### src/acc_pkg.sv
`default_nettype none

package acc_pkg;

    localparam int IN_BITS   = 16;
    localparam int LEFT_BITS = 15;
    localparam int SIZE_BITS = 16;

    typedef struct packed {
        logic [IN_BITS-1:0] source_width;
        logic [IN_BITS-1:0] source_height;
        logic [IN_BITS-1:0] target_width;
        logic [IN_BITS-1:0] target_height;
    } in_word_t;

    typedef struct packed {
        logic [LEFT_BITS-1:0] crop_left;
        logic [LEFT_BITS-1:0] crop_top;
        logic [SIZE_BITS-1:0] crop_width;
        logic [SIZE_BITS-1:0] crop_height;
    } out_word_t;

    typedef enum logic [1:0] {
        MODE_KEEP  = 2'd0,
        MODE_CUT_W = 2'd1,
        MODE_CUT_H = 2'd2,
        MODE_ZERO  = 2'd3
    } mode_t;

endpackage

`default_nettype wire

### src/acc_front.sv
`default_nettype none

module acc_front
    import acc_pkg::*;
#(
    parameter int WIDTH = 16
)
(
    input  logic              clk,
    input  logic              rst_n,
    input  logic              in_valid,
    output logic              in_ready,
    input  in_word_t          in_data,
    output logic              dn_valid,
    input  logic              dn_ready,
    output logic [WIDTH-1:0]  dn_rem,
    output logic [WIDTH-1:0]  dn_lq,
    output logic [WIDTH-1:0]  dn_div,
    output logic [WIDTH-1:0]  dn_src_w,
    output logic [WIDTH-1:0]  dn_src_h,
    output mode_t             dn_mode
);

    localparam int PW = 2 * WIDTH;

    logic             s1_valid_reg;
    logic             s1_ready;
    logic [WIDTH-1:0] s1_sw_reg;
    logic [WIDTH-1:0] s1_sh_reg;
    logic [WIDTH-1:0] s1_tw_reg;
    logic [WIDTH-1:0] s1_th_reg;
    logic             s1_zero_reg;
    logic [PW-1:0]    s1_wide_reg;
    logic [PW-1:0]    s1_tall_reg;

    logic [WIDTH-1:0] sw_next;
    logic [WIDTH-1:0] sh_next;
    logic [WIDTH-1:0] tw_next;
    logic [WIDTH-1:0] th_next;
    logic             zero_next;
    logic [PW-1:0]    wide_next;
    logic [PW-1:0]    tall_next;

    logic             s2_valid_reg;
    logic [PW-1:0]    s2_dividend_reg;
    logic [WIDTH-1:0] s2_div_reg;
    logic [WIDTH-1:0] s2_sw_reg;
    logic [WIDTH-1:0] s2_sh_reg;
    mode_t            s2_mode_reg;

    mode_t            mode_next;
    logic [PW-1:0]    dividend_next;
    logic [WIDTH-1:0] div_next;

    // input masking and cross products
    assign sw_next   = in_data.source_width[WIDTH-1:0];
    assign sh_next   = in_data.source_height[WIDTH-1:0];
    assign tw_next   = in_data.target_width[WIDTH-1:0];
    assign th_next   = in_data.target_height[WIDTH-1:0];
    assign zero_next = (sw_next == '0) || (sh_next == '0) || (tw_next == '0) || (th_next == '0);
    assign wide_next = PW'(sw_next) * PW'(th_next);
    assign tall_next = PW'(sh_next) * PW'(tw_next);

    assign s1_ready = !s2_valid_reg || dn_ready;
    assign in_ready = !s1_valid_reg || s1_ready;

    always_ff @(posedge clk or negedge rst_n)
    begin
        if (!rst_n)
        begin
            s1_valid_reg <= 1'b0;
        end
        else if (in_ready)
        begin
            s1_valid_reg <= in_valid;
        end
    end

    always_ff @(posedge clk)
    begin
        if (in_valid && in_ready)
        begin
            s1_sw_reg   <= sw_next;
            s1_sh_reg   <= sh_next;
            s1_tw_reg   <= tw_next;
            s1_th_reg   <= th_next;
            s1_zero_reg <= zero_next;
            s1_wide_reg <= wide_next;
            s1_tall_reg <= tall_next;
        end
    end

    // pick the axis to cut and set up the division
    always_comb
    begin
        mode_next     = MODE_KEEP;
        dividend_next = '0;
        div_next      = WIDTH'(1);
        if (s1_zero_reg)
        begin
            mode_next = MODE_ZERO;
        end
        else if (s1_wide_reg > s1_tall_reg)
        begin
            mode_next     = MODE_CUT_W;
            dividend_next = s1_tall_reg;
            div_next      = s1_th_reg;
        end
        else if (s1_wide_reg < s1_tall_reg)
        begin
            mode_next     = MODE_CUT_H;
            dividend_next = s1_wide_reg;
            div_next      = s1_tw_reg;
        end
    end

    always_ff @(posedge clk or negedge rst_n)
    begin
        if (!rst_n)
        begin
            s2_valid_reg <= 1'b0;
        end
        else if (s1_ready)
        begin
            s2_valid_reg <= s1_valid_reg;
        end
    end

    always_ff @(posedge clk)
    begin
        if (s1_valid_reg && s1_ready)
        begin
            s2_dividend_reg <= dividend_next;
            s2_div_reg      <= div_next;
            s2_sw_reg       <= s1_sw_reg;
            s2_sh_reg       <= s1_sh_reg;
            s2_mode_reg     <= mode_next;
        end
    end

    assign dn_valid = s2_valid_reg;
    assign dn_rem   = s2_dividend_reg[PW-1:WIDTH];
    assign dn_lq    = s2_dividend_reg[WIDTH-1:0];
    assign dn_div   = s2_div_reg;
    assign dn_src_w = s2_sw_reg;
    assign dn_src_h = s2_sh_reg;
    assign dn_mode  = s2_mode_reg;

endmodule

`default_nettype wire

### src/acc_div_cell.sv
`default_nettype none

module acc_div_cell
    import acc_pkg::*;
#(
    parameter int WIDTH = 16
)
(
    input  logic              clk,
    input  logic              rst_n,
    input  logic              up_valid,
    output logic              up_ready,
    input  logic [WIDTH-1:0]  up_rem,
    input  logic [WIDTH-1:0]  up_lq,
    input  logic [WIDTH-1:0]  up_div,
    input  logic [WIDTH-1:0]  up_src_w,
    input  logic [WIDTH-1:0]  up_src_h,
    input  mode_t             up_mode,
    output logic              dn_valid,
    input  logic              dn_ready,
    output logic [WIDTH-1:0]  dn_rem,
    output logic [WIDTH-1:0]  dn_lq,
    output logic [WIDTH-1:0]  dn_div,
    output logic [WIDTH-1:0]  dn_src_w,
    output logic [WIDTH-1:0]  dn_src_h,
    output mode_t             dn_mode
);

    logic             valid_reg;
    logic [WIDTH-1:0] rem_reg;
    logic [WIDTH-1:0] lq_reg;
    logic [WIDTH-1:0] div_reg;
    logic [WIDTH-1:0] src_w_reg;
    logic [WIDTH-1:0] src_h_reg;
    mode_t            mode_reg;

    logic [WIDTH:0]   part;
    logic [WIDTH:0]   diff;
    logic             take;
    logic [WIDTH-1:0] rem_next;
    logic [WIDTH-1:0] lq_next;

    // one restoring step: bring down the next dividend bit, try to subtract
    assign part     = {up_rem, up_lq[WIDTH-1]};
    assign diff     = part - {1'b0, up_div};
    assign take     = !diff[WIDTH];
    assign rem_next = take ? diff[WIDTH-1:0] : part[WIDTH-1:0];
    assign lq_next  = {up_lq[WIDTH-2:0], take};

    assign up_ready = !valid_reg || dn_ready;

    always_ff @(posedge clk or negedge rst_n)
    begin
        if (!rst_n)
        begin
            valid_reg <= 1'b0;
        end
        else if (up_ready)
        begin
            valid_reg <= up_valid;
        end
    end

    always_ff @(posedge clk)
    begin
        if (up_valid && up_ready)
        begin
            rem_reg   <= rem_next;
            lq_reg    <= lq_next;
            div_reg   <= up_div;
            src_w_reg <= up_src_w;
            src_h_reg <= up_src_h;
            mode_reg  <= up_mode;
        end
    end

    assign dn_valid = valid_reg;
    assign dn_rem   = rem_reg;
    assign dn_lq    = lq_reg;
    assign dn_div   = div_reg;
    assign dn_src_w = src_w_reg;
    assign dn_src_h = src_h_reg;
    assign dn_mode  = mode_reg;

`ifndef ASSERT_OFF
    // partial remainder always stays below the divisor
    a_rem_below_div: assert property (@(posedge clk) disable iff (!rst_n)
        valid_reg |-> (rem_reg < div_reg))
        else $error("remainder not below divisor");
`endif

endmodule

`default_nettype wire

### src/acc_back.sv
`default_nettype none

module acc_back
    import acc_pkg::*;
#(
    parameter int WIDTH = 16
)
(
    input  logic              clk,
    input  logic              rst_n,
    input  logic              up_valid,
    output logic              up_ready,
    input  logic [WIDTH-1:0]  up_quo,
    input  logic [WIDTH-1:0]  up_src_w,
    input  logic [WIDTH-1:0]  up_src_h,
    input  mode_t             up_mode,
    output logic              out_valid,
    input  logic              out_ready,
    output out_word_t         out_data
);

    logic                 valid_reg;
    out_word_t            data_reg;
    out_word_t            data_next;

    logic [SIZE_BITS-1:0] sw;
    logic [SIZE_BITS-1:0] sh;
    logic [SIZE_BITS-1:0] quo;
    logic                 quo_bad_w;
    logic                 quo_bad_h;
    logic [SIZE_BITS-1:0] w;
    logic [SIZE_BITS-1:0] h;
    logic [SIZE_BITS-1:0] x;
    logic [SIZE_BITS-1:0] y;

    assign sw        = SIZE_BITS'(up_src_w);
    assign sh        = SIZE_BITS'(up_src_h);
    assign quo       = SIZE_BITS'(up_quo);
    assign quo_bad_w = (quo == '0) || (quo > sw);
    assign quo_bad_h = (quo == '0) || (quo > sh);

    always_comb
    begin
        w = sw;
        h = sh;
        x = '0;
        y = '0;
        case (up_mode)
            MODE_ZERO:
            begin
                w = '0;
                h = '0;
            end
            MODE_CUT_W:
            begin
                w = quo_bad_w ? sw : quo;
                x = (sw - w) >> 1;
            end
            MODE_CUT_H:
            begin
                h = quo_bad_h ? sh : quo;
                y = (sh - h) >> 1;
            end
            default:
            begin
                w = sw;
                h = sh;
            end
        endcase
        data_next.crop_left   = x[LEFT_BITS-1:0];
        data_next.crop_top    = y[LEFT_BITS-1:0];
        data_next.crop_width  = w;
        data_next.crop_height = h;
    end

    assign up_ready = !valid_reg || out_ready;

    always_ff @(posedge clk or negedge rst_n)
    begin
        if (!rst_n)
        begin
            valid_reg <= 1'b0;
        end
        else if (up_ready)
        begin
            valid_reg <= up_valid;
        end
    end

    always_ff @(posedge clk)
    begin
        if (up_valid && up_ready)
        begin
            data_reg <= data_next;
        end
    end

    assign out_valid = valid_reg;
    assign out_data  = data_reg;

`ifndef ASSERT_OFF
    a_empty_both_axes: assert property (@(posedge clk) disable iff (!rst_n)
        valid_reg |-> ((data_reg.crop_width == '0) == (data_reg.crop_height == '0)))
        else $error("crop empty on one axis only");

    a_one_axis_cut: assert property (@(posedge clk) disable iff (!rst_n)
        valid_reg |-> ((data_reg.crop_left == '0) || (data_reg.crop_top == '0)))
        else $error("crop offset on both axes");

    a_empty_at_origin: assert property (@(posedge clk) disable iff (!rst_n)
        (valid_reg && (data_reg.crop_width == '0))
            |-> ((data_reg.crop_left == '0) && (data_reg.crop_top == '0)))
        else $error("empty crop not at origin");
`endif

endmodule

`default_nettype wire

### src/aspect_center_crop_core.sv
// throughput: one word per cycle while out_ready stays high,
// every stage passes its word on in the cycle it is freed
// two front stages (cross products, axis select), one cell per bit, one output register
// reset: rst_n asynchronous active low, clears all valid flags, pipeline comes up empty
`default_nettype none

module aspect_center_crop_core
    import acc_pkg::*;
#(
    parameter int DIM_BITS = 16
)
(
    input  logic      clk,
    input  logic      rst_n,
    input  logic      in_valid,
    output logic      in_ready,
    input  in_word_t  in_data,
    output logic      out_valid,
    input  logic      out_ready,
    output out_word_t out_data
);

    localparam int DW = (DIM_BITS < IN_BITS) ? DIM_BITS : IN_BITS;

    logic          cv   [0:DW];
    logic          cr   [0:DW];
    logic [DW-1:0] crem [0:DW];
    logic [DW-1:0] clq  [0:DW];
    logic [DW-1:0] cdiv [0:DW];
    logic [DW-1:0] csw  [0:DW];
    logic [DW-1:0] csh  [0:DW];
    mode_t         cmode[0:DW];

    acc_front #(
        .WIDTH (DW)
    ) u_front (
        .clk      (clk),
        .rst_n    (rst_n),
        .in_valid (in_valid),
        .in_ready (in_ready),
        .in_data  (in_data),
        .dn_valid (cv[0]),
        .dn_ready (cr[0]),
        .dn_rem   (crem[0]),
        .dn_lq    (clq[0]),
        .dn_div   (cdiv[0]),
        .dn_src_w (csw[0]),
        .dn_src_h (csh[0]),
        .dn_mode  (cmode[0])
    );

    for (genvar i = 0; i < DW; i++)
    begin : g_cell
        acc_div_cell #(
            .WIDTH (DW)
        ) u_cell (
            .clk      (clk),
            .rst_n    (rst_n),
            .up_valid (cv[i]),
            .up_ready (cr[i]),
            .up_rem   (crem[i]),
            .up_lq    (clq[i]),
            .up_div   (cdiv[i]),
            .up_src_w (csw[i]),
            .up_src_h (csh[i]),
            .up_mode  (cmode[i]),
            .dn_valid (cv[i+1]),
            .dn_ready (cr[i+1]),
            .dn_rem   (crem[i+1]),
            .dn_lq    (clq[i+1]),
            .dn_div   (cdiv[i+1]),
            .dn_src_w (csw[i+1]),
            .dn_src_h (csh[i+1]),
            .dn_mode  (cmode[i+1])
        );
    end

    acc_back #(
        .WIDTH (DW)
    ) u_back (
        .clk       (clk),
        .rst_n     (rst_n),
        .up_valid  (cv[DW]),
        .up_ready  (cr[DW]),
        .up_quo    (clq[DW]),
        .up_src_w  (csw[DW]),
        .up_src_h  (csh[DW]),
        .up_mode   (cmode[DW]),
        .out_valid (out_valid),
        .out_ready (out_ready),
        .out_data  (out_data)
    );

    // final remainder and divisor are not needed past the last cell
    logic unused_tail;
    assign unused_tail = ^{crem[DW], cdiv[DW]};

endmodule

`default_nettype wire
### config.mk
export PLATFORM = sky130hd
export DESIGN_NAME = aspect_center_crop_core
export DESIGN_NICKNAME = d
export VERILOG_FILES = /design/src/acc_pkg.sv /design/src/acc_front.sv /design/src/acc_div_cell.sv /design/src/acc_back.sv /design/src/aspect_center_crop_core.sv
export SDC_FILE = /design/constraint.sdc
export NUM_CORES = 2
export LEC_CHECK = 0
export BUFFER_PORTS_ARGS = -buffer_cell sky130_fd_sc_hd__buf_2
export CORE_MARGIN = 4
export CORE_UTILIZATION = 37
export DETAILED_ROUTE_END_ITERATION = 10
export GPL_TIMING_DRIVEN = 0
export PLACE_DENSITY_LB_ADDON = 0.08
export REMOVE_ABC_BUFFERS = 1
export SYNTH_ARGS = -nofsm -noshare
export SYNTH_HDL_FRONTEND = slang
export SYNTH_SLANG_ARGS = --single-unit
### constraint.sdc
create_clock -name clk -period 11.6 [get_ports clk]
set_input_delay 3.48 -clock clk [delete_from_list [all_inputs] [get_ports clk]]
set_output_delay 3.48 -clock clk [all_outputs]
set_load 0.01 [all_outputs]
==> results.yml <==
routing:
  drt-initial-drc-count: 2072
  wl_met1_um: 70130
  routed.top_layer: "met5"
  vias_per_cell: 4.858
  wirelength_um: 167500
  firstDrtPassIters: 5
  wl_met2_um: 86080
  drt.antenna.violating_nets: 0
  route.detailed.drc: 0
  wl_per_cell_um: 17.35
  vias: 46890
  met3_length_um: 6575
placement:
  dpl_cell_area_mm2: 0.08935
  port-buffer-count: 131
  dp_cells: 9338
  dp_hpwl_um: 122800
  globalplace.congestion: 0.7892
  pre_cts_slack_ns: 1.385
sta:
  timing.final.crit_period_ns: 9.377
  slew-limit-headroom: 0.2082
  maxSlewViolCount: 0
  whs_ns: 0.4002
  rsz0062_at_grt: "no"
  tightest_slew_ns: 1.182
  finalSetupViolCount: 0
  hold_viol: 0
  finalCritPeriodShare: 0.8084
  tns_ns: 0
  max_freq_mhz: 106.6
  skew_ns: 0.04161
  fin_ws_ns: 2.223
global_routing:
  grt_overflow: 0
  grt.total_usage: 0.1437
  grt_pass1_wl_um: 271600
  antenna_found_initial: 5
  grt_pass1_vias: 49850
  grt_max_degree: 68
pwr:
  power_per_cell_area_mw_per_mm2: 301.8
  power_mw: 28.65
  swShare: 0.3758
  leakagePower_nw: 38.32
  p_clk_frac: 0.187
  switchingPower_mw: 10.77
  ir_drop_mv: 0.4975
  p_int_mw: 17.88
  pwr-share-seq: 0.316
  pwr-share-comb: 0.497
synthesis:
  synth_cells: 6294
  netlist_area_mm2: 0.08458
  synth_ff_type: "edfxtp_1"
  synth_edf_count: 1553
  yosys_register_bits: 1572
  synth.distinct_cells: 88
  yosysTopAreaCell: "edfxtp_1"
  async_flop_share: 0.01209
  synth_top_area_share: 0.5514
  synth_area_per_cell_um2: 13.44
  yosysWarnings: 0
  yosys-top-cells-area: "edfxtp_1, fa_1, ha_1, inv_1, and2_1"
  ys_seq_area_frac: 0.5570
layout:
  nets: 7529
  finish.utilization: 0.4174
  final_cells: 9652
  regArea_mm2: 0.04711
  final_cell_area_mm2: 0.09495
  area_growth_pct: 12.26
  multiInputGateArea_mm2: 0.03377
  post_route_cells_drive_above_1_share: 0.1081
  fillCellCount: 20980
clocking:
  htree_levels: 4
  clk_path_buf_depth: 3
  cts_made_buffers: 170
  clock_latency_ns: 0.80
  cts_root_buf: "clkbuf_16"
  tritoncts: "done"
  postCtsSetupRepairBufs: 0
  cts.clk_slew.worst_paths_ns: 0.06
  cts_hold_buf: 0
  cts-resized-gates: 0
  cts.sinks: 1572
floorplanning:
  rows: 175
  die_area_mm2: 0.2363
  ioPinCount: 132
  core_area_mm2: 0.2275
  initial_core_util: 0.3718
  fp.dieH_um: 486.1
  die_w_um: 486.1
critical_path:
  cp_slowest_stage_delay_ns: 0.63
  slowest_stage: "a31oi_1"
  crit_arrival_ns: 9.93
  crit_required_ns: 12.16
  end_kind: "flop"
  worstSetupStartpointType: "input port"
  critPathMaxFanout: 18
  path_cells: "buf_2 > nand2_1 > fa_1 > fa_1 > fa_1 > inv_1 > fa_1 > fa_1 > inv_1 > fa_1 > inv_1 > ha_1 > and3_1 > a221o_1 > a31oi_1 > o31ai_1 > o221ai_1 > nand2_1 > a311o_1 > a21oi_1 > xnor2_1"
  path_class: "in -> reg"
  cp_common_cell: "fa_1"
run_status:
  status: "completed"
job:
  max_cap_violations: 0
min_path:
  hold_class: "reg -> reg"
cell families after synthesis:
group                    after synthesis  synth area share
AO/OA/AOI/OAI                        776           0.06338
XOR/XNOR                             255           0.02694
adder cells (fa/ha/maj)              960            0.1780
buffers and inverters                993           0.04531
flip-flops                          1572            0.5570
multiplexers                         272           0.03737
AND/OR/NAND/NOR                     1466           0.09204
routing by layer:
metal | track usage | up-vias
met4 | 0.04554 | 6
met1 | 0.1755 | 23050
li1 | - | 22770
met5 | 0 | -
met2 | 0.2597 | 775
met3 | 0.02228 | 288
placed cells by master (no fill, tap or decap), types with 68 or more instances in the layout:
| master | count |
|---|---|
| edfxtp_1 | 1553 |
| inv_1 | 860 |
| ha_1 | 555 |
| fa_1 | 405 |
| nand2_1 | 404 |
| and2_1 | 251 |
| nor2_1 | 237 |
| a21oi_1 | 213 |
| xnor2_1 | 184 |
| clkbuf_16 | 173 |
| mux2_2 | 144 |
| buf_2 | 131 |
| o21ai_0 | 103 |
| nor3_1 | 76 |
| nand3_1 | 76 |
| mux2i_1 | 69 |
| a21o_1 | 68 |
cell usage after synthesis, types with 10 or more instances:
cell type  number
fa_1          405
xnor2_1       184
a31oi_1        26
nand3_1        76
a21oi_2        11
nand4b_1       55
o21bai_1       21
buf_2          12
o21ai_0       104
dfrtp_1        19
a211o_1        12
a21oi_1       213
nand4_1        42
or3_1          32
edfxtp_1     1553
o31a_1         13
mux2i_1        69
mux2_2        144
nor3_1         76
nor4b_1        12
nor2b_1        45
a2111oi_0      18
inv_1         860
o22ai_1        30
a211oi_1       13
o21a_1         42
buf_6          10
or2_2          23
mux2_4         49
a21o_1         68
a31o_2         14
and2_1        264
and3_1         55
nand2b_1       67
clkbuf_1      102
o41ai_1        50
o211ai_1       19
mux2_1         10
xor2_1         65
ha_1          555
nor4_1         31
nand2_1       404
nor2_1        239
final timing paths:
check	start	to	slack [ns]	cells after the start
worst min-delay path	g_cell[0].u_cell.dn_lq[13]$_DFFE_PP_	g_cell[1].u_cell.dn_lq[14]$_DFFE_PP_	0.40	0
worst min register to register	g_cell[0].u_cell.dn_lq[13]$_DFFE_PP_	g_cell[1].u_cell.dn_lq[14]$_DFFE_PP_	0.40	0
min in group asynchronous	rst_n	u_front.s1_valid_reg$_DFFE_PN0N_	2.72	1
worst max-delay path	in_data[43]	u_front.s1_tall_reg[31]$_DFFE_PP_	2.22	21
worst max register to register	g_cell[15].u_cell.dn_lq[13]$_DFFE_PP_	u_back.out_data[44]$_SDFFCE_PN0P_	6.34	16
max in group asynchronous	rst_n	u_back.out_valid$_DFFE_PN0P_	8.44	1
worst max-delay path, delay by kind of cell:
family / cells / cell delay, ns
xor gates and xnor gates: 1 / 0.08
buffers and inverters: 4 / 0.59
and+or+nand+nor: 3 / 0.54
AOI/OAI and AO/OA: 6 / 1.86
adders and majority gates: 7 / 3.38
final cells by class:
| class | instances | area share |
|---|---|---|
| Inverter | 860 | 0.03400 |
| Sequential cell | 1572 | 0.4962 |
| Clock buffer | 215 | 0.04736 |
| Multi-Input combinational cell | 3729 | 0.3557 |
| Tap cell | 3009 | 0.03965 |
| Clock inverter | 98 | 0.01144 |
| Antenna cell | 1 | 0.00002636 |
| Timing Repair Buffer | 168 | 0.01571 |
power groups by stage:
| stage | sequential, mW | combinational, mW | clock [mW] |
|---|---|---|---|
| final | 9.05 | 14.2 | 5.35 |
| after global routing | 9.19 | 16.0 | 5.81 |
| after CTS | 9.08 | 14.5 | 5.57 |
| after detailed placement | 9.19 | 14.4 | 0 |
| after global placement | 9.25 | 14.1 | 0 |
| after floorplan | 9.02 | 10.7 | 0 |
No activity file was read; power rests on OpenSTA's default activity.
